`config.mk`:
```
export PLATFORM = sky130hd
export DESIGN_NAME = four_level_page_table_walker_flat
export DESIGN_NICKNAME = d
export VERILOG_FILES = /design/src/rtl/core/pgw_pkg.sv /design/src/rtl/core/pgw_req_if.sv /design/src/rtl/core/pgw_rsp_if.sv /design/src/rtl/core/pgw_addr_unit.sv /design/src/rtl/core/pgw_entry_eval.sv /design/src/rtl/core/four_level_page_table_walker.sv /design/src/flat_wrapper.sv
export SDC_FILE = /design/constraint.sdc
export NUM_CORES = 1
export LEC_CHECK = 0
export ABC_AREA = 1
export BUFFER_PORTS_ARGS = -buffer_cell sky130_fd_sc_hd__buf_2
export CORE_ASPECT_RATIO = 0.8
export CORE_UTILIZATION = 33
export CTS_BUF_LIST = sky130_fd_sc_hd__clkbuf_16
export CTS_CLUSTER_SIZE = 10
export DETAILED_ROUTE_END_ITERATION = 6
export GPL_TIMING_DRIVEN = 0
export PLACE_DENSITY = 0.51
export SYNTH_ARGS = -nofsm -noshare
export SYNTH_HDL_FRONTEND = slang
export SYNTH_HIERARCHICAL = 1
export SYNTH_SLANG_ARGS = --single-unit
```
`constraint.sdc`:
```
create_clock -name clk -period 6 [get_ports clk]
set_input_delay 0.6 -clock clk [delete_from_list [all_inputs] [get_ports clk]]
set_output_delay 0.6 -clock clk [all_outputs]
set_load 0.03 [all_outputs]
```
`src/rtl/core/pgw_pkg.sv`:
```
`timescale 1ns / 1ps
`default_nettype none

package pgw_pkg;

	// Item function codes on the request channel.
	typedef enum logic [1:0] {
		FUNC_XLATE  = 2'd0,
		FUNC_SET_WR = 2'd1,
		FUNC_CLR_G  = 2'd2,
		FUNC_RESP   = 2'd3
	} func_t;

	// Result kinds on the response channel.
	typedef enum logic [1:0] {
		KIND_READ  = 2'd0,
		KIND_WRITE = 2'd1,
		KIND_DONE  = 2'd2
	} kind_t;

	// Sequencer states.
	typedef enum logic [2:0] {
		ST_IDLE,
		ST_CALC,
		ST_WR,
		ST_RD,
		ST_DONE
	} state_t;

	// Configuration register indexes.
	localparam int CFG_IDX_W = 2;
	localparam logic [CFG_IDX_W-1:0] CFG_DMAP_BASE   = 2'd0;
	localparam logic [CFG_IDX_W-1:0] CFG_KERNEL_ROOT = 2'd1;

	// Field widths.
	localparam int VA_W    = 48;
	localparam int PA_W    = 52;
	localparam int ROOT_W  = 32;
	localparam int ENTRY_W = 64;
	localparam int IDX_W   = 9;

	// Table entry bit positions.
	localparam int BIT_P  = 0;
	localparam int BIT_RW = 1;
	localparam int BIT_PS = 7;
	localparam int BIT_G  = 8;
	localparam int BIT_XO = 58;

	localparam logic [ENTRY_W-1:0] FRAME_MASK = 64'h000F_FFFF_FFFF_F000;

	// Result of evaluating one table entry.
	typedef struct packed {
		logic                leaf;
		logic                need_wr;
		logic [ENTRY_W-1:0]  new_entry;
		logic [PA_W-1:0]     pa;
	} eval_t;

endpackage

`default_nettype wire

```
`src/rtl/core/pgw_req_if.sv`:
```
`timescale 1ns / 1ps
`default_nettype none

interface pgw_req_if;
	logic        valid;
	logic        ready;
	logic [1:0]  func;
	logic [47:0] virt_addr;
	logic [31:0] root_table;
	logic [63:0] read_data;

	modport source (output valid, func, virt_addr, root_table, read_data, input ready);
	modport sink (input valid, func, virt_addr, root_table, read_data, output ready);
endinterface

`default_nettype wire

```
`src/rtl/core/pgw_rsp_if.sv`:
```
`timescale 1ns / 1ps
`default_nettype none

interface pgw_rsp_if;
	logic        valid;
	logic        ready;
	logic [1:0]  kind;
	logic [63:0] mem_addr;
	logic [63:0] write_data;
	logic [51:0] phys_addr;
	logic        fault;
	logic        last;

	modport source (output valid, kind, mem_addr, write_data, phys_addr, fault, last,
		input ready);
	modport sink (input valid, kind, mem_addr, write_data, phys_addr, fault, last,
		output ready);
endinterface

`default_nettype wire

```
`src/rtl/core/pgw_addr_unit.sv`:
```
`timescale 1ns / 1ps
`default_nettype none

// Shared entry address adder: direct-map base plus table frame plus index times 8.
module pgw_addr_unit #(
	parameter int LEVELS = 4
) (
	input  wire logic [63:0]                 dmap_base,
	input  wire logic [51:0]                 table_addr,
	input  wire logic [47:0]                 vaddr,
	input  wire logic [$clog2(LEVELS)-1:0]   level,
	output      logic [63:0]                 entry_addr
);
	import pgw_pkg::*;

	localparam int TOP_SHIFT = 12 + 9 * (LEVELS - 1);

	logic [5:0]       shift;
	logic [IDX_W-1:0] idx;

	// Select the nine index bits of the virtual address for this level.
	always_comb begin
		shift = 6'(TOP_SHIFT - 9 * int'(level));
		idx   = IDX_W'(vaddr >> shift);
	end

	// One wide three-input add, wrapping modulo 2^64.
	assign entry_addr = dmap_base + {12'd0, table_addr[51:12], 12'd0}
		+ {52'd0, idx, 3'd0};

endmodule

`default_nettype wire

```
`src/rtl/core/pgw_entry_eval.sv`:
```
`timescale 1ns / 1ps
`default_nettype none

// Decodes one returned table entry: leaf test, modified entry and translation.
module pgw_entry_eval #(
	parameter int LEVELS = 4
) (
	input  wire logic [63:0]               entry,
	input  wire logic [1:0]                mode,
	input  wire logic [$clog2(LEVELS)-1:0] level,
	input  wire logic [47:0]               vaddr,
	output      pgw_pkg::eval_t            res
);
	import pgw_pkg::*;

	localparam int TOP_SHIFT = 12 + 9 * (LEVELS - 1);

	logic [5:0]  shift;
	logic [63:0] ofs;
	logic [63:0] ne;
	logic [63:0] pa_full;
	logic        leaf;

	always_comb begin
		// Large pages end the walk only at the 1 GiB and 2 MiB levels.
		leaf = ((int'(level) + 1) >= LEVELS) ||
			(((int'(level) + 3) >= LEVELS) && (level != '0) && entry[BIT_PS]);

		shift = 6'(TOP_SHIFT - 9 * int'(level));
		ofs   = (64'd1 << shift) - 64'd1;

		// Set-writable rewrites every level; clear-global touches the leaf only.
		ne = entry;
		if (mode == FUNC_SET_WR) begin
			ne = entry;
			ne[BIT_RW] = 1'b1;
			ne[BIT_XO] = 1'b0;
		end else if (mode == FUNC_CLR_G && leaf) begin
			ne[BIT_G] = 1'b0;
		end

		pa_full = ((ne & FRAME_MASK) & ~ofs) | ({16'd0, vaddr} & ofs);

		res.leaf      = leaf;
		res.new_entry = ne;
		res.need_wr   = (mode == FUNC_SET_WR) ? (ne != entry) :
			((mode == FUNC_CLR_G) && leaf);
		res.pa        = (mode == FUNC_SET_WR) ? '0 : pa_full[PA_W-1:0];
	end

endmodule

`default_nettype wire

```
`src/rtl/core/four_level_page_table_walker.sv`:
```
// Sequence: a start item goes through the address state to its read request; a
// response item gives its write (if any) first, then the next read through the
// address state, or the finish.
// One item at a time: a new item is taken only when idle, once every result of the
// item before it has been taken; an ignored response leaves the block idle.
// Reset (arst_n low) clears the sequencer, the walk state and both config registers.
`timescale 1ns / 1ps
`default_nettype none

module four_level_page_table_walker #(
	parameter int LEVELS = 4
) (
	input  wire logic                          clk,
	input  wire logic                          arst_n,
	input  wire logic                          cfg_we,
	input  wire logic [pgw_pkg::CFG_IDX_W-1:0] cfg_idx,
	input  wire logic [63:0]                   cfg_data,
	pgw_req_if.sink                            req,
	pgw_rsp_if.source                          rsp
);
	import pgw_pkg::*;

	localparam int LW = $clog2(LEVELS);

	state_t          state_q, state_d;
	logic [63:0]     dmap_q;
	logic [51:0]     kroot_q;
	logic            busy_q;
	logic [1:0]      mode_q;
	logic [LW-1:0]   level_q;
	logic [47:0]     vaddr_q;
	logic [51:0]     table_q;
	logic [63:0]     pending_q;
	logic [63:0]     wdata_q;
	logic [51:0]     pa_q;
	logic            fault_q;
	logic            leaf_q;

	logic            req_fire;
	logic            rsp_fire;
	logic            is_start;
	logic [63:0]     entry_addr;
	eval_t           ev;

	assign req_fire = req.valid && req.ready;
	assign rsp_fire = rsp.valid && rsp.ready;
	assign is_start = (req.func != FUNC_RESP);

	pgw_addr_unit #(.LEVELS(LEVELS)) u_addr (
		.dmap_base  (dmap_q),
		.table_addr (table_q),
		.vaddr      (vaddr_q),
		.level      (level_q),
		.entry_addr (entry_addr)
	);

	pgw_entry_eval #(.LEVELS(LEVELS)) u_eval (
		.entry (req.read_data),
		.mode  (mode_q),
		.level (level_q),
		.vaddr (vaddr_q),
		.res   (ev)
	);

	// Configuration registers.
	always_ff @(posedge clk or negedge arst_n) begin
		if (!arst_n) begin
			dmap_q  <= '0;
			kroot_q <= '0;
		end else if (cfg_we) begin
			if (cfg_idx == CFG_DMAP_BASE) begin
				dmap_q <= cfg_data;
			end else if (cfg_idx == CFG_KERNEL_ROOT) begin
				kroot_q <= cfg_data[51:0];
			end
		end
	end

	// Sequencer state register.
	always_ff @(posedge clk or negedge arst_n) begin
		if (!arst_n) begin
			state_q <= ST_IDLE;
		end else begin
			state_q <= state_d;
		end
	end

	// Next state and handshake outputs; ready is always high when idle.
	always_comb begin
		state_d   = state_q;
		req.ready = 1'b0;
		case (state_q)
			ST_IDLE: begin
				req.ready = 1'b1;
				if (req.valid) begin
					if (is_start) begin
						state_d = ST_CALC;
					end else if (busy_q) begin
						if (!req.read_data[BIT_P]) begin
							state_d = ST_DONE;
						end else if (ev.need_wr) begin
							state_d = ST_WR;
						end else if (ev.leaf) begin
							state_d = ST_DONE;
						end else begin
							state_d = ST_CALC;
						end
					end
				end
			end
			ST_CALC: state_d = ST_RD;
			ST_WR: begin
				if (rsp_fire) begin
					state_d = leaf_q ? ST_DONE : ST_CALC;
				end
			end
			ST_RD, ST_DONE: begin
				if (rsp_fire) begin
					state_d = ST_IDLE;
				end
			end
			default: state_d = ST_IDLE;
		endcase
	end

	// Walk state.
	always_ff @(posedge clk or negedge arst_n) begin
		if (!arst_n) begin
			busy_q  <= 1'b0;
			mode_q  <= '0;
			level_q <= '0;
			vaddr_q <= '0;
			fault_q <= 1'b0;
			leaf_q  <= 1'b0;
		end else if (state_q == ST_IDLE && req_fire) begin
			if (is_start) begin
				busy_q  <= 1'b1;
				mode_q  <= req.func;
				level_q <= '0;
				vaddr_q <= req.virt_addr;
			end else if (busy_q) begin
				if (!req.read_data[BIT_P]) begin
					busy_q  <= 1'b0;
					fault_q <= 1'b1;
				end else begin
					fault_q <= 1'b0;
					leaf_q  <= ev.leaf;
					if (ev.leaf) begin
						busy_q <= 1'b0;
					end else begin
						level_q <= level_q + LW'(1);
					end
				end
			end
		end
	end

	// Payload registers: table pointer, entry address, write data, translation.
	always_ff @(posedge clk) begin
		if (state_q == ST_IDLE && req_fire) begin
			if (is_start) begin
				table_q <= (req.func == FUNC_XLATE) ? {20'd0, req.root_table} : kroot_q;
			end else if (busy_q) begin
				table_q <= ev.new_entry[51:0];
				wdata_q <= ev.new_entry;
				pa_q    <= req.read_data[BIT_P] ? ev.pa : '0;
			end
		end
		if (state_q == ST_CALC) begin
			pending_q <= entry_addr;
		end
	end

	// Result payload follows the presenting state.
	always_comb begin
		rsp.valid      = 1'b0;
		rsp.kind       = KIND_READ;
		rsp.mem_addr   = '0;
		rsp.write_data = '0;
		rsp.phys_addr  = '0;
		rsp.fault      = 1'b0;
		rsp.last       = 1'b0;
		case (state_q)
			ST_WR: begin
				rsp.valid      = 1'b1;
				rsp.kind       = KIND_WRITE;
				rsp.mem_addr   = pending_q;
				rsp.write_data = wdata_q;
			end
			ST_RD: begin
				rsp.valid    = 1'b1;
				rsp.kind     = KIND_READ;
				rsp.mem_addr = pending_q;
				rsp.last     = 1'b1;
			end
			ST_DONE: begin
				rsp.valid     = 1'b1;
				rsp.kind      = KIND_DONE;
				rsp.phys_addr = pa_q;
				rsp.fault     = fault_q;
				rsp.last      = 1'b1;
			end
			default: rsp.valid = 1'b0;
		endcase
	end

`ifndef SYNTH
	// Inputs are never taken while a result is still on offer.
	a_no_overlap: assert property (@(posedge clk) disable iff (!arst_n)
		!(req.ready && rsp.valid))
		else $error("request taken while a result is pending");

	// The address cycle always leads to the read request.
	a_calc_to_rd: assert property (@(posedge clk) disable iff (!arst_n)
		state_q == ST_CALC |=> state_q == ST_RD)
		else $error("address cycle not followed by read");

	// A taken write is followed by the next address or the finish.
	a_wr_next: assert property (@(posedge clk) disable iff (!arst_n)
		(state_q == ST_WR && rsp.ready) |=> (state_q == ST_CALC || state_q == ST_DONE))
		else $error("write not followed by address or finish");

	// The level stays within the table depth during a walk.
	a_level_range: assert property (@(posedge clk) disable iff (!arst_n)
		busy_q |-> (int'(level_q) < LEVELS))
		else $error("walk level out of range");
`endif

endmodule

`default_nettype wire

```
`src/flat_wrapper.sv`:
```
// flat-port wrapper written by rule: the top's interface ports become plain ports
module four_level_page_table_walker_flat import pgw_pkg::*;
#(
	parameter int LEVELS = 4
)
  (clk, arst_n, cfg_we, cfg_idx, cfg_data, req_valid, req_func, req_virt_addr, req_root_table, req_read_data, req_ready, rsp_valid, rsp_kind, rsp_mem_addr, rsp_write_data, rsp_phys_addr, rsp_fault, rsp_last, rsp_ready);
  pgw_req_if req_i ();
  pgw_rsp_if rsp_i ();
  input  wire logic clk;
  input  wire logic arst_n;
  input  wire logic cfg_we;
  input  wire logic [pgw_pkg::CFG_IDX_W-1:0] cfg_idx;
  input  wire logic [63:0] cfg_data;
  input wire logic [$bits(req_i.valid)-1:0] req_valid;
  input wire logic [$bits(req_i.func)-1:0] req_func;
  input wire logic [$bits(req_i.virt_addr)-1:0] req_virt_addr;
  input wire logic [$bits(req_i.root_table)-1:0] req_root_table;
  input wire logic [$bits(req_i.read_data)-1:0] req_read_data;
  output wire logic [$bits(req_i.ready)-1:0] req_ready;
  output wire logic [$bits(rsp_i.valid)-1:0] rsp_valid;
  output wire logic [$bits(rsp_i.kind)-1:0] rsp_kind;
  output wire logic [$bits(rsp_i.mem_addr)-1:0] rsp_mem_addr;
  output wire logic [$bits(rsp_i.write_data)-1:0] rsp_write_data;
  output wire logic [$bits(rsp_i.phys_addr)-1:0] rsp_phys_addr;
  output wire logic [$bits(rsp_i.fault)-1:0] rsp_fault;
  output wire logic [$bits(rsp_i.last)-1:0] rsp_last;
  input wire logic [$bits(rsp_i.ready)-1:0] rsp_ready;
  assign req_i.valid = req_valid;
  assign req_i.func = req_func;
  assign req_i.virt_addr = req_virt_addr;
  assign req_i.root_table = req_root_table;
  assign req_i.read_data = req_read_data;
  assign req_ready = req_i.ready;
  assign rsp_valid = rsp_i.valid;
  assign rsp_kind = rsp_i.kind;
  assign rsp_mem_addr = rsp_i.mem_addr;
  assign rsp_write_data = rsp_i.write_data;
  assign rsp_phys_addr = rsp_i.phys_addr;
  assign rsp_fault = rsp_i.fault;
  assign rsp_last = rsp_i.last;
  assign rsp_i.ready = rsp_ready;
  four_level_page_table_walker #(.LEVELS(LEVELS)) u_core (.clk(clk), .arst_n(arst_n), .cfg_we(cfg_we), .cfg_idx(cfg_idx), .cfg_data(cfg_data), .req(req_i), .rsp(rsp_i));
endmodule
```
==> flow_metrics.env, run 1 <==
export IMPL_layout_nets=3852
export IMPL_die_h_um=240
export IMPL_post_drt_wl_per_cell_um=18.3
export IMPL_synth_warnings=6
export IMPL_hold_ws_ns=0.198
export IMPL_hold_class="input pin to flip-flop"
export IMPL_clk_latency_ns=0.58
export IMPL_crit_required_ns=6.32
export IMPL_cts_inserted_buffers=46
export IMPL_num_io_pins=403
export IMPL_worst_pin_slew_ns=0.971
export IMPL_antenna_found_initial=8
export IMPL_most_common_layout_cells="nand2_1, inv_1, buf_2"
export IMPL_crit_family="simple AND/OR/NAND/NOR gates"
export IMPL_routed_wl_met3_mm=5.48
export IMPL_core_mm2=0.0694
export IMPL_cts_setup_buffers=0
export IMPL_critPathMaxFanout=10
export IMPL_place_congestion=0.941
export IMPL_setup_viol=0
export IMPL_drv_slew=0
export IMPL_grt_remaining_overflow=0
export IMPL_grt_usage_pct=22.7
export IMPL_dieArea_mm2=0.0718
export IMPL_mostFrequentLayoutCell="nand2_1"
export IMPL_arrival_ns=5.08
export IMPL_first_pass_iters=5
export IMPL_maxCapViolations=0
export IMPL_crit_top_cell="nand2_1"
export IMPL_die_width_um=299
export IMPL_cts_clk_slew_worst_paths_ns=0.06
export IMPL_cts_buffer_depth=3
export IMPL_p_int_mw=6.75
export IMPL_switchingPower_mw=5.56
export IMPL_worstSetupPathType="flip-flop to flip-flop"
export IMPL_cts_num_sinks=382
export IMPL_crit_path_end_kind="flip-flop"
export IMPL_p_per_area_mw_per_mm2=441
export IMPL_ctsHoldBuffers=1
export IMPL_first_global_vias=19100
export IMPL_swShare_pct=45.2
export IMPL_netlist_instances=3147
export IMPL_p_comb_share_pct=46.4
export IMPL_path_cells="buf_2, inv_1, buf_4, buf_2, ha_1, clkinv_1, nor2_1, inv_1, nor2_1, inv_1, o21ai_0, ha_1, nand2_1, inv_1, nand2_1, nand2_1, inv_1, nand3_1, nand2_1, nand2_1, nand2_1, nand3_1, nand2_1, nand2_1"
export IMPL_startpoint_type="flip-flop"
export IMPL_rows=86
export IMPL_wl_mm=83.2
export IMPL_fmax_mhz=210
export IMPL_utilization_pct=40.3
export IMPL_initial_utilization_pct=33.6
export IMPL_finalHoldViolations=0
export IMPL_drive_gt1_share_pct=18.4
export IMPL_fin_crit_sh_pct=79.4
export IMPL_status="completed"
export IMPL_synth_nets=3425
export IMPL_grt_pass1_wl_mm=121
export IMPL_ir_drop_mv=0.255
export IMPL_clock_skew_final_ns=0.0148
export IMPL_netlist_area_mm2=0.0233
export IMPL_finalCriticalPeriod_ns=4.76
export IMPL_top_layer_used="met5"
export IMPL_wl_met1_mm=41.5
export IMPL_route_met2_wl_mm=35.1
export IMPL_viasPerCell=4.63
export IMPL_first_iter_violations=1859
export IMPL_cts_htree_levels=2
export IMPL_critPathBufInv=9
export IMPL_avgSynthCellArea_um2=7.42
export IMPL_grt_max_degree=94
export IMPL_critPathMaxStageDelay_ns=0.50
export IMPL_cellLeakagePower_nw=15.2
export IMPL_cts_root_buf="clkbuf_16"
export IMPL_rsz0062_at_grt="no"
export IMPL_fin_ws_ns=1.24
export IMPL_routed_via_count=21000
export IMPL_tns_ns=0
export IMPL_area_growth_pct=19.7
export IMPL_drc_errors=0
export IMPL_finalPower_mw=12.3
export IMPL_relSlewSlack_pct=35.3
export IMPL_power_frac_clock_pct=21.0
export IMPL_seq_power_share_pct=32.7
export IMPL_portBuffers=371
export IMPL_dpl_hpwl_mm=67.4
export IMPL_dpl_worst_slack_ns=1.32
export IMPL_cp_slowest_cell="dfrtp_1"
export IMPL_route_antenna_remaining_nets=0
export IMPL_ff2ff_setup_slack_ns=1.24
export IMPL_cts_resized=0
export IMPL_cts_tree="built"
==> worst register-to-register path: cells and delay by family, from the launching register on <==
kind            cells  cell delay, ns
compound gates      1            0.37
fa+ha+maj           2            0.56
buf+inv             9            1.39
flops               1            0.50
simple gates       12            1.70
==> worst paths after layout <==
check,cells past startpoint,startpoint,endpoint
worst min register to register,2,u_core/vaddr_q[2]$_DFFE_PN0P_,u_core/vaddr_q[2]$_DFFE_PN0P_
worst min-delay path,1,req_read_data[10],u_core/wdata_q[10]$_DFFE_PP_
min in group asynchronous,2,arst_n,u_core/vaddr_q[8]$_DFFE_PN0P_
max in group asynchronous,3,arst_n,u_core/dmap_q[55]$_DFFE_PN0P_
worst max register to register,24,u_core/level_q[1]$_DFFE_PN0P_,u_core/pending_q[36]$_DFFE_PN_
worst max-delay path,24,u_core/level_q[1]$_DFFE_PN0P_,u_core/pending_q[36]$_DFFE_PN_
==> metal layers <==
| layer | vias to the layer above | global-route usage (%) |
|---|---|---|
| met2 | 686 | 33.0 |
| li1 | 10500 | - |
| met3 | 79 | 3.76 |
| met1 | 9770 | 35.2 |
| met4 | 10 | 3.94 |
| met5 | - | 0 |
==> flip-flops by register name (all words and copies together) (netlist names), 2 cells and up <==
name and cells:
u_core/kroot_q 40, u_core/state_q 3, u_core/vaddr_q 48, u_core/pending_q 64, u_core/mode_q 2, u_core/dmap_q 64
u_core/table_q 40, u_core/wdata_q 64, u_core/level_q 2, u_core/pa_q 52
==> final cells by class <==
class | count | area, um2
fillers | 7505 | 41500
flip-flops and latches | 382 | 10700
diodes | 2 | 5.00
multi-input cells | 1971 | 9340
repair buffers | 379 | 2040
inverters | 629 | 2370
well taps | 924 | 1160
clock buffers | 48 | 1200
plain buffers | 165 | 1000
clock inverters | 36 | 173
==> metrics by stage <==
| step | cells | cell area (um2) |
|---|---|---|
| 4_1_cts | 4534 | 27900 |
| 3_3_place_gp | 4442 | 26400 |
| 6_report | 4536 | 27900 |
| 3_5_place_dp | 4449 | 26600 |
| 5_1_grt | 4534 | 27900 |
| 2_1_floorplan | 3147 | 23400 |
==> power by group through the flow <==
stage,Combinational [mW],Clock [mW],Sequential [mW]
after detailed placement,5.69,0,4.07
after floorplan,3.86,0,3.89
after global placement,5.64,0,4.10
after CTS,5.72,2.67,4.02
final,5.71,2.58,4.02
after global routing,6.31,2.77,4.09
Power figures use the tool's default switching activity.
==> run 2, diff against run 1 <==
--- a/config.mk
+++ b/config.mk
@@ -5,7 +5,7 @@
 export SDC_FILE = /design/constraint.sdc
 export NUM_CORES = 1
 export LEC_CHECK = 0
-export ABC_AREA = 1
+export ABC_AREA = 0
 export BUFFER_PORTS_ARGS = -buffer_cell sky130_fd_sc_hd__buf_2
 export CORE_ASPECT_RATIO = 0.8
 export CORE_UTILIZATION = 33
@@ -13,7 +13,7 @@
 export CTS_CLUSTER_SIZE = 10
 export DETAILED_ROUTE_END_ITERATION = 6
 export GPL_TIMING_DRIVEN = 0
-export PLACE_DENSITY = 0.51
+export PLACE_DENSITY = 0.52
 export SYNTH_ARGS = -nofsm -noshare
 export SYNTH_HDL_FRONTEND = slang
 export SYNTH_HIERARCHICAL = 1
==> constraint.sdc (replaced) <==
create_clock -name clk -period 4.05 [get_ports clk]
set_input_delay 0.405 -clock clk [delete_from_list [all_inputs] [get_ports clk]]
set_output_delay 0.405 -clock clk [all_outputs]
set_load 0.03 [all_outputs]
==> run 2 against run 1 <==
Effect of this change:
- the run now ends with setup timing left
- sequential share of layout area is 1.7 points higher
- die area shrank 9.2%
- critical endpoint is now u_core/pending_q[61]$_DFFE_PN_
- combinational power grew 44%
- global-route usage fell by 0.40 points
- first-iteration DRC count is 32% lower
- critical path depth down 10
- sequential power increased by 48%
==> flow_metrics.env, run 2 <==
export IMPL_status="finished, violations left"
export IMPL_violations="setup timing"
export IMPL_instances_no_fill=3211
export IMPL_tns_ns=-0.227
export IMPL_mostFrequentLayoutCell="buf_2"
export IMPL_cellLeakagePower_nw=11.6
export IMPL_dp_cells=3059
export IMPL_grt_max_degree=91
export IMPL_die_h_um=229
export IMPL_fin_ws_ns=-0.0579
export IMPL_post_drt_wl_per_cell_um=23.2
export IMPL_p_int_mw=10.8
export IMPL_cts_htree_levels=2
export IMPL_drv_slew=0
export IMPL_netlist_area_mm2=0.0212
export IMPL_path_cells="buf_8, buf_12, mux4_2, o21ai_2, o22ai_2, ha_1, nand3_2, or2_4, a311o_1, a311o_2, a211oi_4, nor2_4, o31a_1, xnor2_1"
export IMPL_cts_tree="built"
export IMPL_routed_via_count=16400
export IMPL_dieArea_mm2=0.0652
export IMPL_relSlewSlack_pct=23.0
export IMPL_cts_num_sinks=382
export IMPL_p_comb_share_pct=45.5
export IMPL_rows=82
export IMPL_cts_buffer_depth=3
export IMPL_placed_area_mm2=0.0243
export IMPL_critPathMaxStageDelay_ns=0.51
export IMPL_ir_drop_mv=0.355
export IMPL_power_frac_clock_pct=21.7
export IMPL_route_antenna_remaining_nets=0
export IMPL_first_global_vias=16300
export IMPL_worstSetupPathType="flip-flop to flip-flop"
export IMPL_die_width_um=285
export IMPL_finalCriticalPeriod_ns=4.11
export IMPL_grt_use_met2_pct=33.7
export IMPL_cts_root_buf="clkbuf_16"
export IMPL_setup_viol=5
export IMPL_grt_remaining_overflow=0
export IMPL_synth_warnings=6
export IMPL_core_mm2=0.0631
export IMPL_grt_pass1_wl_mm=107
export IMPL_synth_nets=2120
export IMPL_drive_gt1_share_pct=36.1
export IMPL_clock_skew_final_ns=0.0194
export IMPL_first_pass_iters=5
export IMPL_worst_pin_slew_ns=1.15
export IMPL_cts_clk_slew_worst_paths_ns=0.06
export IMPL_drc_errors=0
export IMPL_met3_usage_pct=5.24
export IMPL_netlist_instances=1842
export IMPL_seq_power_share_pct=32.8
export IMPL_swShare_pct=40.2
export IMPL_initial_utilization_pct=33.6
export IMPL_most_common_layout_cells="buf_2, edfxtp_1, and2_1"
export IMPL_fmax_mhz=243
export IMPL_reg_top3="u_core/dmap_q (64), u_core/pending_q (64), u_core/wdata_q (64)"
export IMPL_portBuffers=370
export IMPL_layout_nets=2608
export IMPL_grt_usage_pct=22.3
export IMPL_fin_crit_sh_pct=101
export IMPL_dpl_hpwl_mm=57.2
export IMPL_met1_usage_pct=31.9
export IMPL_fillers=6083
export IMPL_num_io_pins=403
export IMPL_wl_mm=74.5
export IMPL_viasPerCell=5.12
export IMPL_place_congestion=0.909
export IMPL_hold_class="input pin to flip-flop"
export IMPL_crit_path_end_kind="flip-flop"
export IMPL_arrival_ns=4.45
export IMPL_crit_required_ns=4.39
export IMPL_cts_inserted_buffers=47
export IMPL_finalHoldViolations=0
export IMPL_avgSynthCellArea_um2=11.5
export IMPL_startpoint_type="flip-flop"
export IMPL_clk_latency_ns=0.59
export IMPL_maxCapViolations=0
export IMPL_busiest_layer="met2"
export IMPL_rsz0062_at_grt="yes"
export IMPL_cp_slowest_cell="mux4_2"
export IMPL_fin_area_mm2=0.0268
export IMPL_critPathMaxFanout=8
export IMPL_p_per_area_mw_per_mm2=677
export IMPL_antenna_found_initial=10
export IMPL_switchingPower_mw=7.28
export IMPL_first_iter_violations=1258
export IMPL_area_growth_pct=26.3
## run 2: final timing paths
path	from	endpoint	slack [ns]	cells past startpoint
setup / recovery	u_core/level_q[0]$_DFFE_PN0P_	u_core/pending_q[61]$_DFFE_PN_	-0.06	14
hold / removal	req_virt_addr[13]	u_core/vaddr_q[13]$_DFFE_PN0P_	0.05	2
hold reg to reg	u_core/fault_q$_DFFE_PN0P_	u_core/fault_q$_DFFE_PN0P_	0.48	2
min in group asynchronous	arst_n	u_core/kroot_q[18]$_DFFE_PN0P_	0.46	2
max in group asynchronous	arst_n	u_core/dmap_q[54]$_DFFE_PN0P_	2.66	3
setup reg to reg	u_core/level_q[0]$_DFFE_PN0P_	u_core/pending_q[61]$_DFFE_PN_	-0.06	14
## run 2: power groups by stage
stage / clock network, mW / registers, mW / logic (mW)
after floorplan: 0 / 5.68 / 5.22
after global placement: 0 / 6.05 / 7.27
after detailed placement: 0 / 6.02 / 7.42
after CTS: 4.05 / 5.94 / 7.87
after global routing: 4.19 / 6.04 / 8.89
final: 3.93 / 5.95 / 8.24
## run 2: timing repair
item / 4_1_cts / 5_1_grt
setup endpoints to repair: 49 / 51
gates resized for setup: 64 / 59
hold buffers: 21 / 0
setup buffers: 23 / 20
endpoints found under the hold margin: 109 / 0
pin swaps: 28 / 27
gates cloned: 1 / 0
## run 2: through the flow
stage               utilization, %  hold WS [ns]  power [mW]  setup slack, ns
detailed placement            38.6         0.467        13.4            -1.54
global placement              38.3         0.456        13.3            -1.75
global route                  42.4        0.0280        19.1           -0.181
CTS                           41.8       0.00298        17.9          -0.0879
finish                        42.4        0.0460        18.1          -0.0579
floorplan                        -         0.109        10.9           0.0314
## run 2: critical path, delay by kind of cell (launching register included)
kind / cells / cell delay [ns]
flip-flops: 1 / 0.44
multiplexers: 1 / 0.51
adder cells (fa/ha/maj): 1 / 0.35
AO/OA/AOI/OAI: 6 / 1.63
AND/OR/NAND/NOR: 3 / 0.51
XOR/XNOR: 1 / 0.13
buffers and inverters: 2 / 0.28
## run 2: layout make-up
type	count	area, um2	share of cell area [%]
repair buffers	440	2580	9.64
inverters	32	140	0.524
clock buffers	49	1230	4.58
diodes	3	7.51	0.0280
well taps	840	1050	3.93
plain buffers	181	1110	4.15
multi-input cells	1246	9790	36.6
clock inverters	38	193	0.720
flip-flops and latches	382	10700	39.8
## run 2: metal layers
layer  routed length (um)  part of all wire (%)
met1                34500                    46
met2                32900                    44
met3                 5510                   7.4
met4                 1570                   2.1
met5                    0                     0
